==> config.mk <==
export PLATFORM = sky130hd
export DESIGN_NAME = ecpf_queue
export DESIGN_NICKNAME = d
export VERILOG_FILES = /design/src/rtl/ecpf_pkg.sv /design/src/rtl/ecpf_queue.sv
export SDC_FILE = /design/constraint.sdc
export NUM_CORES = 1
export LEC_CHECK = 0
export BUFFER_PORTS_ARGS = -buffer_cell sky130_fd_sc_hd__buf_2
export CORE_MARGIN = 8
export CORE_UTILIZATION = 55
export DETAILED_ROUTE_END_ITERATION = 8
export GPL_TIMING_DRIVEN = 0
export PLACE_DENSITY_LB_ADDON = 0.25
export SYNTH_ARGS = -nofsm -noshare
export SYNTH_HDL_FRONTEND = slang
export SYNTH_SLANG_ARGS = --single-unit
==> constraint.sdc <==
create_clock -name clk -period 9.6 [get_ports clk]
set_input_delay 0.96 -clock clk [delete_from_list [all_inputs] [get_ports clk]]
set_output_delay 0.96 -clock clk [all_outputs]
set_load 0.02 [all_outputs]
==> src/rtl/ecpf_pkg.sv <==
`default_nettype none

package ecpf_pkg;

	localparam int DIMENSIONS = 3;

	// queue between front and back
	localparam int QDEPTH = 4;
	localparam int QPTR_W = $clog2(QDEPTH);

	// pipeline step counts
	localparam int D_BITS  = 34;
	localparam int RD_BITS = 31;
	localparam int SO_BITS = 25;
	localparam int Q_BITS  = 32;

	localparam int CFG_IDX_W = 2;
	localparam logic [CFG_IDX_W-1:0] REG_ENERGY  = 2'd0;
	localparam logic [CFG_IDX_W-1:0] REG_USE_CUT = 2'd1;
	localparam logic [CFG_IDX_W-1:0] REG_CUT_LEN = 2'd2;

	localparam logic [30:0] ENERGY_RST  = 31'd17476;
	localparam logic [30:0] CUT_LEN_RST = 31'd98304;

	localparam logic [1:0] ST_OK       = 2'd0;
	localparam logic [1:0] ST_CUTOFF   = 2'd1;
	localparam logic [1:0] ST_COINCIDE = 2'd2;
	localparam logic [1:0] ST_SAT      = 2'd3;

	typedef struct packed {
		logic signed [31:0] a_x;
		logic signed [31:0] a_y;
		logic signed [31:0] a_z;
		logic signed [31:0] b_x;
		logic signed [31:0] b_y;
		logic signed [31:0] b_z;
		logic [30:0]        radius_a;
		logic [30:0]        radius_b;
	} item_t;

	typedef struct packed {
		logic signed [31:0] force_x;
		logic signed [31:0] force_y;
		logic signed [31:0] force_z;
		logic [1:0]         status;
	} result_t;

	typedef struct packed {
		logic [30:0] energy;
		logic        use_cut;
		logic [30:0] cut_len;
	} cfg_t;

	// classified word handed from front to back
	typedef struct packed {
		logic [2:0][32:0] ad;
		logic [2:0]       neg;
		logic [30:0]      r1;
		logic [30:0]      r2;
		logic [32:0]      s;
	} fe_word_t;

	typedef struct packed {
		logic [33:0] r;
		logic [67:0] sq;
	} root_t;

	typedef struct packed {
		logic [65:0] rem;
		logic        q;
	} dstep_t;

	// one restoring square root step: try result bit b
	function automatic root_t sqrt_step(input logic [67:0] n, input root_t cur, input int b);
		root_t res;
		logic [67:0] t;
		t = cur.sq + ({34'd0, cur.r} << (b + 1)) + (68'd1 << (2 * b));
		if (t <= n) begin
			res.r = cur.r | (34'd1 << b);
			res.sq = t;
		end else begin
			res = cur;
		end
		return res;
	endfunction

	// one restoring division step: shift in one numerator bit
	function automatic dstep_t div_step(input logic [65:0] rem, input logic [65:0] den,
			input logic bin);
		dstep_t res;
		logic [65:0] t;
		t = {rem[64:0], bin};
		if (t >= den) begin
			res.rem = t - den;
			res.q = 1'b1;
		end else begin
			res.rem = t;
			res.q = 1'b0;
		end
		return res;
	endfunction

endpackage

`default_nettype wire

==> src/rtl/ecpf_queue.sv <==
`default_nettype none

module ecpf_queue (
	input  logic               clk,
	input  logic               arst_n,
	input  logic               push,
	input  ecpf_pkg::fe_word_t wdata,
	output logic               rvalid,
	output ecpf_pkg::fe_word_t rdata,
	output logic               near_full
);
	import ecpf_pkg::*;

	fe_word_t          mem_q [QDEPTH];
	logic [QPTR_W-1:0] wr_ptr_q;
	logic [QPTR_W-1:0] rd_ptr_q;
	logic [QPTR_W:0]   count_q;
	logic              pop;

	// back end never stalls: pop whenever a word is held
	assign pop = (count_q != '0);
	assign rvalid = pop;
	assign rdata = mem_q[rd_ptr_q];
	assign near_full = (count_q >= (QPTR_W + 1)'(QDEPTH - 1));

	always_ff @(posedge clk) begin
		if (push) begin
			mem_q[wr_ptr_q] <= wdata;
		end
	end

	always_ff @(posedge clk or negedge arst_n) begin
		if (!arst_n) begin
			wr_ptr_q <= '0;
			rd_ptr_q <= '0;
			count_q <= '0;
		end else begin
			if (push) begin
				wr_ptr_q <= wr_ptr_q + 1'b1;
			end
			if (pop) begin
				rd_ptr_q <= rd_ptr_q + 1'b1;
			end
			if (push && !pop) begin
				count_q <= count_q + 1'b1;
			end else if (pop && !push) begin
				count_q <= count_q - 1'b1;
			end
		end
	end

endmodule

`default_nettype wire

==> results.sh <==
export IMPL_die_w_um=245
export IMPL_yosysWarningCount=0
export IMPL_cts_buffers=79
export IMPL_synth_fa_ha_area_share_pct=0.217
export IMPL_dp_cells=2165
export IMPL_powerDensity_mw_per_mm2=325
export IMPL_fin_tns_setup_ps=0
export IMPL_hold_path_class="primary input to async pin"
export IMPL_post_cts_setup_buffers=0
export IMPL_grt_pass1_wl_um=86100
export IMPL_vdd_ir_drop_max_v=0.000232
export IMPL_clkTransAtPathRegs_ps=60
export IMPL_track_usage_pct=19.2
export IMPL_yosysSeqAreaShare_pct=82.8
export IMPL_crit_type="flip-flop to output pin"
export IMPL_vias=13000
export IMPL_clock_path_buffers=3
export IMPL_cp_start_kind="flip-flop"
export IMPL_port_buffer_count=398
export IMPL_rsz0062_at_grt="false"
export IMPL_cp_end_kind="output pin"
export IMPL_layout_cells_non_filler=2324
export IMPL_cp_common_cell="buf_2"
export IMPL_rr_worst_depth=5
export IMPL_synth_cells=1064
export IMPL_drt_vias_per_instance=5.60
export IMPL_switchingPower_mw=3.56
export IMPL_cap_violations=0
export IMPL_wirelength_um=58000
export IMPL_leakagePower_nw=11.8
export IMPL_r2r_start="wr_ptr_q[0]$_DFFE_PN0P_"
export IMPL_worstMarginPinSlew_ps=795
export IMPL_min_period_ps=3520
export IMPL_status="complete, no violations"
export IMPL_max_stage_delay_ps=410
export IMPL_max_slew_margin_rel_pct=47.0
export IMPL_clock_skew_final_ps=10.9
export IMPL_crit_end="rdata[74]"
export IMPL_grt_pass1_vias=13700
export IMPL_drive_gt1_share_pct=47.0
export IMPL_grt_max_degree=58
export IMPL_cpMaxStageDelayCell="mux4_2"
export IMPL_gp_congestion=0.727
export IMPL_cp_startpoint="rd_ptr_q[1]$_DFFE_PN0P_"
export IMPL_cp_max_fo=10
export IMPL_power_share_sequential_pct=41.6
export IMPL_fmax_mhz=284
export IMPL_root_buffer="clkbuf_16"
export IMPL_setup_violations=0
export IMPL_wl_per_cell_um=25.0
export IMPL_synth_cell_type_count=18
export IMPL_critical_path_required_ps=8640
export IMPL_rows=84
export IMPL_fp_dieArea_mm2=0.0599
export IMPL_drtIter0Drc=814
export IMPL_antenna_found_initial=16
export IMPL_synth_nets=1269
export IMPL_ant_nets=0
export IMPL_clock_power_share_pct=25.6
export IMPL_hold_violations=0
export IMPL_first_pass_iters=4
export IMPL_holdBufCountCts=0
export IMPL_critical_path_arrival_ps=2560
export IMPL_core_area_mm2=0.0521
export IMPL_synth_area_mux_share_pct=15.4
export IMPL_switching_share_pct=31.8
export IMPL_fill_cells=3363
export IMPL_areaGrowthSynthToFinish_pct=19.9
export IMPL_r2r_slack_ps=7250
export IMPL_dp_final_hpwl_um=37400
export IMPL_synthSimpleGateAreaFrac_pct=0.165
export IMPL_ys_seq_elements=795
export IMPL_p_int_mw=7.64
export IMPL_syn_area_mm2=0.0288
export IMPL_io_pins=399
export IMPL_combPwrFrac_pct=32.9
export IMPL_grt_overflow_total=0
export IMPL_synth_area_per_cell_um2=27.1
export IMPL_cts_tree="built"
export IMPL_cts_sinks=795
export IMPL_synth_compound_area_share_pct=0.0869
export IMPL_path_cells="buf_2, buf_2, buf_2, mux4_2, buf_2"
export IMPL_cts_max_level=3
export IMPL_synth_top_family_by_area="multiplexers"
export IMPL_reg2reg_to="mem_q[0][150]$_DFFE_PP_"
export IMPL_die_h_um=245
export IMPL_post_route_period_util_pct=36.6
export IMPL_fin_nets=1763
export IMPL_finalMaxSlewViolations=0
export IMPL_start_util_pct=55.2
export IMPL_synth_xor_area_share_pct=0.213
export IMPL_worstSkewPairLatency_ps=610
export IMPL_drc=0
export IMPL_cts_resized=0
[registers in the layout, indices dropped and copies added, names as in the netlist]
signal,cells
mem_q,788
wr_ptr_q,2
rd_ptr_q,2
count_q,3
[placed cells by master, fill, tap and decap left out, types with 5 or more instances in the layout]
cell	n
diode_2	16
clkinv_1	15
clkbuf_1	24
ha_1	5
dfrtp_1	7
buf_6	14
clkbuf_16	81
clkinv_2	20
mux4_2	197
edfxtp_1	788
buf_16	13
buf_2	421
[worst min-delay path by stage]
| stage | endpoint | slack, ps | cells past startpoint |
|---|---|---|---|
| after global routing | rd_ptr_q[0]$_DFFE_PN0P_ | 150 | 1 |
| after floorplan | count_q[2]$_DFFE_PN0P_ | 470 | 1 |
| final | rd_ptr_q[0]$_DFFE_PN0P_ | 180 | 1 |
| after CTS | rd_ptr_q[0]$_DFFE_PN0P_ | 150 | 1 |
| after detailed placement | wr_ptr_q[0]$_DFFE_PN0P_ | 530 | 1 |
| after global placement | count_q[2]$_DFFE_PN0P_ | 490 | 1 |
[power by group through the flow]
stage	sequential [mW]	clock (mW)	combinational (mW)
finish	4.66	2.86	3.68
global placement	4.97	0	3.65
global route	4.70	3.05	3.92
CTS	4.67	2.93	3.79
detailed placement	4.73	0	3.77
floorplan	4.83	0	2.43
[final cells by class]
type / instances / area, um2 / area share, %
antenna: 16 / 40.0 / 0.116
multi-input combinational: 222 / 4640 / 13.5
buffer: 44 / 303 / 0.878
sequential: 795 / 23800 / 69.1
clock buffer: 99 / 2090 / 6.07
tap: 688 / 861 / 2.49
inverter: 3 / 11.3 / 0.0326
clock inverter: 44 / 323 / 0.936
timing repair buffer: 413 / 2390 / 6.93
[routing by layer]
layer / track usage (%) / up-vias / part of all wire, %
met5: 0 / - / 0.19
met4: 5.08 / 16 / 2.1
met3: 6.99 / 102 / 8.7
met2: 31.2 / 413 / 50
met1: 24.8 / 6817 / 39
li1: - / 5660 / -
[Yosys cell counts]
cell      number  area (um2)
edfxtp_1     788       23700
ha_1           5        62.6
xnor2_1        4        35.0
nor3_1         1        5.00
or3_1          1        6.26
buf_4          1        7.51
a21o_1         2        15.0
o21ai_0        2        10.0
nor2_1         1        3.75
inv_1          3        11.3
mux4_2       197        4440
dfrtp_1        7         175
and2_1         4        25.0
nand2_1        2        7.51
xor2_1         3        26.3
buf_2         23         115
clkbuf_1       6        22.5
buf_6         14         158
[metrics by stage]
step	setup slack [ps]	power (mW)	hold slack, ps	utilization, %	instance area (um2)
floorplan	3590	7.25	468	-	28800
detailed placement	6630	8.50	526	61.5	32000
CTS	5970	11.4	145	66.1	34500
finish	6080	11.2	180	66.2	34500
global placement	-373	8.62	487	60.7	31600
global route	5920	11.7	146	66.1	34500
[cell families after synthesis]
group / after synthesis
flip-flops: 795
AO/OA/AOI/OAI: 4
XOR/XNOR: 7
multiplexers: 197
AND/OR/NAND/NOR: 9
adder cells (fa/ha/maj): 5
buffers and inverters: 47
[critical path, delay by kind of cell, from the launching register on]
family | cells | cell delay (ps)
buffers and inverters | 4 | 1200
muxes | 1 | 410
DFF | 1 | 330
No activity file was read; power rests on OpenSTA's default activity.
